<file path="src/hdl/assert_macros.svh">
// Assertion helper macros for the connection table RTL.
// No dependencies; included by modules that carry concurrent checks.
`ifndef ASSERT_MACROS_SVH
`define ASSERT_MACROS_SVH

// Property must hold at every clock edge outside reset.
`define CHK_ALWAYS(label, clk, rst_n, prop, msg) \
	label: assert property (@(posedge clk) disable iff (!rst_n) (prop)) else $error(msg);

// When the antecedent holds, the consequent must hold in the next cycle.
`define CHK_NEXT(label, clk, rst_n, ante, cons, msg) \
	label: assert property (@(posedge clk) disable iff (!rst_n) (ante) |=> (cons)) else $error(msg);

`endif

</file>
<file path="src/hdl/ftwa_pkg.sv">
// Shared types and constants for the connection table with idle timeout.
// No dependencies.
package ftwa_pkg;

	localparam int TABLE_DEPTH = 64;
	localparam int CNT_W = $clog2(TABLE_DEPTH + 1);
	localparam logic [31:0] TIMEOUT_RESET = 32'd25;
	localparam logic [15:0] FTP_PORT = 16'd21;

	localparam logic [1:0] OP_INSERT = 2'd0;
	localparam logic [1:0] OP_LOOKUP = 2'd1;
	localparam logic [1:0] OP_CLEAR  = 2'd2;
	localparam logic [1:0] OP_RSVD   = 2'd3;

	typedef struct packed {
		logic [31:0] src_addr;
		logic [31:0] dst_addr;
		logic [15:0] sport;
		logic [15:0] dport;
		logic [31:0] last_seen;
		logic        ftp;
	} flow_t;

	typedef struct packed {
		logic  valid;
		flow_t flow;
	} entry_t;

	typedef enum logic [3:0] {
		MODE_HOLD = 4'b0001,
		MODE_INS  = 4'b0010,
		MODE_LOOK = 4'b0100,
		MODE_CLR  = 4'b1000
	} cell_mode_t;

	typedef struct packed {
		cell_mode_t  mode;
		logic [31:0] src_addr;
		logic [31:0] dst_addr;
		logic [15:0] sport;
		logic [15:0] dport;
		logic [31:0] now;
		logic [31:0] timeout;
	} cell_ctl_t;

	// Priority chain passed from newer to older cells during a lookup.
	typedef struct packed {
		logic found;
		logic remove;
		logic hit;
		logic ftp;
	} chain_t;

endpackage

</file>
<file path="src/hdl/ftwa_cell.sv">
// One table slot: holds a flow entry, checks it against the lookup key.
// Depends on ftwa_pkg.
module ftwa_cell import ftwa_pkg::*; (
	input  logic      clk,
	input  logic      arst_n,
	input  cell_ctl_t ctl,
	input  entry_t    left_ent,
	input  entry_t    right_ent,
	output entry_t    ent,
	input  chain_t    chain_in,
	output chain_t    chain_out
);

	logic        valid_q;
	flow_t       flow_q;
	logic [31:0] age;
	logic        expired;
	logic        fwd;
	logic        rev;
	logic        hit;
	logic        first;
	logic        take_right;

	assign ent = '{valid: valid_q, flow: flow_q};

	always_comb begin
		age = ctl.now - flow_q.last_seen;
		expired = valid_q && (age > ctl.timeout);
		fwd = flow_q.src_addr == ctl.src_addr && flow_q.sport == ctl.sport &&
			flow_q.dst_addr == ctl.dst_addr && flow_q.dport == ctl.dport;
		rev = flow_q.src_addr == ctl.dst_addr && flow_q.sport == ctl.dport &&
			flow_q.dst_addr == ctl.src_addr && flow_q.dport == ctl.sport;
		hit = valid_q && !expired && (fwd || rev);
		first = (expired || hit) && !chain_in.found;
		take_right = chain_in.remove || (first && expired);
		chain_out.found = chain_in.found || expired || hit;
		chain_out.remove = chain_in.remove || (first && expired);
		chain_out.hit = chain_in.hit || (first && hit);
		chain_out.ftp = chain_in.ftp || (first && hit && flow_q.ftp);
	end

	always_ff @(posedge clk or negedge arst_n) begin
		if (!arst_n) begin
			valid_q <= 1'b0;
		end else begin
			unique case (ctl.mode)
				MODE_INS: valid_q <= left_ent.valid;
				MODE_LOOK: begin
					if (take_right) valid_q <= right_ent.valid;
				end
				MODE_CLR: valid_q <= 1'b0;
				default: valid_q <= valid_q;
			endcase
		end
	end

	always_ff @(posedge clk) begin
		unique case (ctl.mode)
			MODE_INS: flow_q <= left_ent.flow;
			MODE_LOOK: begin
				if (take_right) begin
					flow_q <= right_ent.flow;
				end else if (first && hit) begin
					flow_q.last_seen <= ctl.now;
				end
			end
			default: flow_q <= flow_q;
		endcase
	end

endmodule

</file>
<file path="config.mk">
export PLATFORM = sky130hd
export DESIGN_NAME = ftwa_cell
export DESIGN_NICKNAME = d
export VERILOG_FILES = /design/src/hdl/assert_macros.svh /design/src/hdl/ftwa_pkg.sv /design/src/hdl/ftwa_cell.sv
export SDC_FILE = /design/constraint.sdc
export NUM_CORES = 1
export LEC_CHECK = 0
export ABC_AREA = 0
export BUFFER_PORTS_ARGS = -buffer_cell sky130_fd_sc_hd__buf_2
export CAP_MARGIN = 20
export CORE_AREA = 4 4 216 218
export DETAILED_ROUTE_END_ITERATION = 10
export DIE_AREA = 0 0 220 222
export PLACE_DENSITY = 0.61
export SYNTH_ARGS = -nofsm -noshare
export SYNTH_HDL_FRONTEND = slang
export SYNTH_SLANG_ARGS = --single-unit
</file>
<file path="constraint.sdc">
create_clock -name clk -period 10.85 [get_ports clk]
set_input_delay 1.085 -clock clk [delete_from_list [all_inputs] [get_ports clk]]
set_output_delay 1.085 -clock clk [all_outputs]
set_load 0.05 [all_outputs]
</file>
Yosys cells after proc, flatten, opt, wreduce, memory -nomap -nowiden
Index checks and enable logic that the tools add are counted.
{ "classes": {"reduce_logical": 27, "n_lt_le_gt_ge": 1, "n_mux": 7, "eq_ne": 13, "addsub": 1, "div_mod_pow": 0, "bitwise": 0, "n_mul": 0, "n_shift": 0} }
{ "ops": {"columns": ["cell", "count"], "rows": [
  ["129-bit case mux with 2 select lines", 1],
  ["32-bit equality test", 4],
  ["96-bit two-way mux", 1],
  ["16-bit equality test", 4],
  ["32-bit two-way mux", 2],
  ["32-bit > comparator", 1],
  ["32-bit subtractor", 1],
  ["1-bit logical AND", 13],
  ["1-bit logical OR", 7],
  ["2-bit AND reduction", 3],
  ["4-bit by 2-bit equality test with 1-bit output (second input constant)", 1],
  ["4-bit by 3-bit equality test with 1-bit output (second input constant)", 1],
  ["4-bit equality test (second input constant)", 1],
  ["3-bit inequality test (second input constant)", 1],
  ["1-bit case mux with 3 select lines", 1],
  ["3-bit nonzero test", 1],
  ["1-bit logical NOT", 2],
  ["1-bit two-way mux", 2],
  ["2-bit inequality test (second input constant)", 1],
  ["2-bit nonzero test", 1]
]} }
{ "totals": {"latchBits": 0, "mem_bits_ro": 0, "mem_bits_rw": 0, "in_bits": 430, "word_cells": 56, "memories": 0, "regBits": 130, "out_inout_bits": 134} }

Logic depth before layout (Yosys ltp)
{ "depth": {"depth_word": 12, "depth_mapped": 25, "ltp_nobuf": 23} }

Least setup slack after synthesis
No wires, ideal clock.
{ "synth_timing": {"path_type": "in2reg", "startpoint": "in ctl[32] (netlist name)", "endpoint": "reg flow_q (netlist bit ent[0]) (enable)", "setup_time_ps": 673, "required_time_ps": 10177, "path_stages": 23, "n_path_buf": 2, "setup_slack_ps": -1031, "t_arrival_ps": 11208, "cell_sequence": "inv_1 > ha_1 > inv_1 > fa_1 > a211oi_1 > o21ai_1 > a21oi_2 > nor2_1 > a31o_2 > a211oi_2 > o41a_1 > o21ai_1 > xor2_1 > ha_1 > nand3_1 > or3_4 > o21ai_1 > nor3_1 > a21oi_2 > buf_6 > buf_8 > a21oi_1 > nor3_1"} }
{ "synth_via": {"elab_chain_len": 12} }
{ "synth_rtl": {"columns": ["element", "line_no", "source"], "rows": [
  ["start: declaration", "ftwa_cell.sv:6", "input cell_ctl_t ctl,"],
  ["32-bit subtractor *", "ftwa_cell.sv:27", "age = ctl.now - flow_q.last_seen;"],
  ["32-bit > comparator *", "ftwa_cell.sv:28", "expired = valid_q && (age > ctl.timeout);"],
  ["1-bit logical AND *", "ftwa_cell.sv:28", null],
  ["1-bit logical NOT", "ftwa_cell.sv:33", "hit = valid_q && !expired && (fwd || rev);"],
  ["1-bit logical AND (2 in series)", "ftwa_cell.sv:33", null],
  ["1-bit logical OR", "ftwa_cell.sv:34", "first = (expired || hit) && !chain_in.found;"],
  ["1-bit logical AND", "ftwa_cell.sv:34", null],
  ["1-bit logical AND *", "ftwa_cell.sv:35", "take_right = chain_in.remove || (first && expired);"],
  ["1-bit logical OR *", "ftwa_cell.sv:35", null],
  ["net take_right", "ftwa_cell.sv:22", "logic take_right;"],
  ["2-bit inequality test (no line) *", null, null],
  ["2-bit AND reduction (no line) *", null, null],
  ["end signal: assignment", "ftwa_cell.sv:59", "MODE_INS: flow_q <= left_ent.flow;"],
  ["end signal: assignment", "ftwa_cell.sv:62", "flow_q <= right_ent.flow;"],
  ["end signal: assignment", "ftwa_cell.sv:67", "default: flow_q <= flow_q;"],
  ["end: declaration", "ftwa_cell.sv:15", "flow_t flow_q;"]
]} }
Mark *: on every way through the listed nets, which the timed path passes. The rest lies on a longest branch.
A chain may end at the register's enable or synchronous reset.

==> metrics <==
status=finished, final reports clean; Critical R2R Capture=ent[86]; GR Overflow Total=0; Final Hold Viols=0; Post-CTS Setup Repair Bufs=0; Max Cap Violations=0; multiplexer share of the synthesized area=13.7%; routability cong.=0.948; cts repair resizes=0; DRC=0; Row Count=78; worst slew pin tran=0.971 ns; Slew HR=35.3%; final instance area=0.0145 mm^2; Detail Route Antenna Nets=0; warnings from Yosys=0; Worst EP arrival=5.75 ns; core area=0.0449 mm^2; Post-Synth XOR/XNOR Area=18.1%; synthesized area per cell=10.6 um^2; Post-Syn Instances=985; period utilization=63.0%; Final Setup Violations=0; die height=222 um; TNS Setup=0 ns; CTS Buf Count=17; die area=0.0488 mm^2; worst reg2reg startpoint=ent[1]; worst-case reg-to-reg path depth=22; Area growth syn-to-layout=39.7%; syn_nets=1479; Die Wd=220 um; FF-to-FF setup slack=4.84 ns; crit path launch type=input pin; PortBufs=563; final critical delay including setup and external delays=6.84 ns; CTS tree=yes; I/O pins=564; # hold bufs at CTS=0; final net count=2043; Setup CP Type=in2out; DR pass1 iterations=4; most common cell after layout, fill and taps aside=buf_2; pwr/cell area=115 mW/mm^2; FFs w/ async S/R, synth=0.769%; clock root buffer=clkbuf_16; Yosys cell types=60; worst hold path type=in2async; Total Wirelength=52800 um; area share of and/or/nand/nor cells after synthesis=8.93%; flops & latches, synth=130; Routed WL per cell=24.3 um; first-pass GRT wire length=72600 um; clock buffer depth=2; CP required=9.77 ns; RSZ-0062 raised after global routing=false; DP Area=0.0139 mm^2; FMAX=0.146 GHz; fraction of the mapped netlist area in adder cells=7.77%; endpoint type of the worst setup path=output port; vias per cell=4.63; utilization after layout=32.4%; Total Routing Usage GR=21.0%; worst-path maximum fanout=34; Filler cells=4748; sequential area share after synthesis=37.5%; number of synthesized flops with an enable pin=129; Initial Util=23.2%; Fin Clk Skew=0.0161 ns; vias in the first global route=10725; hpwl dp=46000 um; DRT iter0 DRCs=445; H-tree depth=4; clock sink count=130; layout cells sized above 1=45.8%; leakage power total=6.52 nW; largest net degree at the start of global routing=73; peak supply drop=0.0880 mV; post-synthesis compound-gate area fraction=9.50%; Max Slew Vio Count=0; largest family of logic cells by synthesized area=XOR/XNOR gates; Top FF cell, synth=edfxtp_1; most frequent cells in the layout=buf_2 (563), edfxtp_1 (129), xor2_1 (112); total number of vias=10069; Power Total=1.67 mW; clock transition at the registers of the reported paths=0.06 ns; initial antenna violation count=21; Synth Cell Area=0.0104 mm^2; insertion delay to the later sink of the worst-skew pair=0.48 ns
## cell type report
class,count,area (um^2),share of cell area [%]
diodes,16,40.0,0.276
flip-flops and latches,130,3900,26.8
clock buffers,17,425,2.93
inverters,88,330,2.27
repair buffers,569,2860,19.7
clock inverters,14,145,0.999
well taps,600,751,5.17
multi-input cells,743,6080,41.8
## metal layers
layer	up-vias	routed length [um]	global-route usage (%)
met5	-	8	0
met4	2	2720	11.3
met3	100	3600	5.82
met2	474	27500	38.1
met1	4777	19000	21.7
li1	4716	-	-
## state kept, by name, summed over array words and instances (netlist names)
signal,cells
valid_q,1
ent,129
## power by group
group	switching [mW]	internal (mW)	total, mW
combinational	0.279	0.201	0.480
sequential	0.0241	0.575	0.599
clock	0.268	0.321	0.588
## critical path, stage by stage
cell and delay, ns:
buf_2 0.11, inv_1 0.05, ha_1 0.17, inv_1 0.06
fa_1 0.42, a211oi_1 0.29, o21ai_1 0.13, a21oi_2 0.25
nor2_1 0.09, a31o_2 0.31, a211oi_2 0.23, or3_1 0.15
xnor2_1 0.07, ha_1 0.29, and3_1 0.15, nand3_1 0.12
or3_4 0.42, o21ai_1 0.18, nor3_1 0.10, a21oi_4 0.16
buf_4 0.53, buf_2 0.38
## synth_stat cells, drive strengths merged (2+ instances only)
library cell / number / area share (%)
a211oi: 4 / 0.38
a21o: 20 / 1.4
a21oi: 77 / 3.9
a221o: 2 / 0.19
a221oi: 3 / 0.25
a311oi: 2 / 0.23
a31o: 2 / 0.17
a31oi: 4 / 0.24
and3: 3 / 0.19
and4: 2 / 0.17
buf: 9 / 0.81
clkbuf: 15 / 0.54
edfxtp: 129 / 37
ha: 63 / 7.6
inv: 88 / 3.2
mux2: 97 / 11
mux2i: 33 / 3.2
nand2: 24 / 0.87
nand2b: 3 / 0.20
nand3: 13 / 0.63
nand4: 32 / 1.9
nor2: 47 / 1.7
nor2b: 6 / 0.36
nor3: 7 / 0.34
nor4: 34 / 2.1
o211ai: 2 / 0.14
o21a: 2 / 0.14
o21ai: 19 / 0.91
o21bai: 6 / 0.43
o22ai: 4 / 0.24
o31ai: 2 / 0.14
or2: 2 / 0.12
or3: 4 / 0.30
xnor2: 103 / 8.7
xor2: 112 / 9.4
## cell families (layout without fill, tap and decap cells)
family / after synthesis / count (layout)
xor+xnor: 215 / 215
compound gates: 157 / 157
other cells: 0 / 16
simple gates: 177 / 177
mux: 130 / 130
buf+inv: 112 / 688
flops: 130 / 130
fa+ha+maj: 64 / 64
## how the worst max path moves through the flow
stage | startpoint | endpoint | slack [ns] | cells after the start
5_1_grt | ctl[32] | chain_out[2] | 3.69 | 22
3_3_place_gp | ctl[32] | ent[69] | 4.08 | 24
3_5_place_dp | ctl[32] | ent[99] | 3.92 | 24
4_1_cts | ctl[32] | chain_out[2] | 3.98 | 22
6_report | ctl[32] | chain_out[2] | 4.01 | 22
2_1_floorplan | ctl[32] | ent[0] | 1.96 | 23
## per-stage QoR
step                setup WS, ns  hold WS (ns)  std cells
floorplan                   1.96         0.569        985
global placement            4.08         0.809       2130
detailed placement          3.92         0.787       2130
CTS                         3.98         0.334       2161
global route                3.69         0.342       2173
finish                      4.01         0.384       2177
No activity file was read; power rests on OpenSTA's default activity.
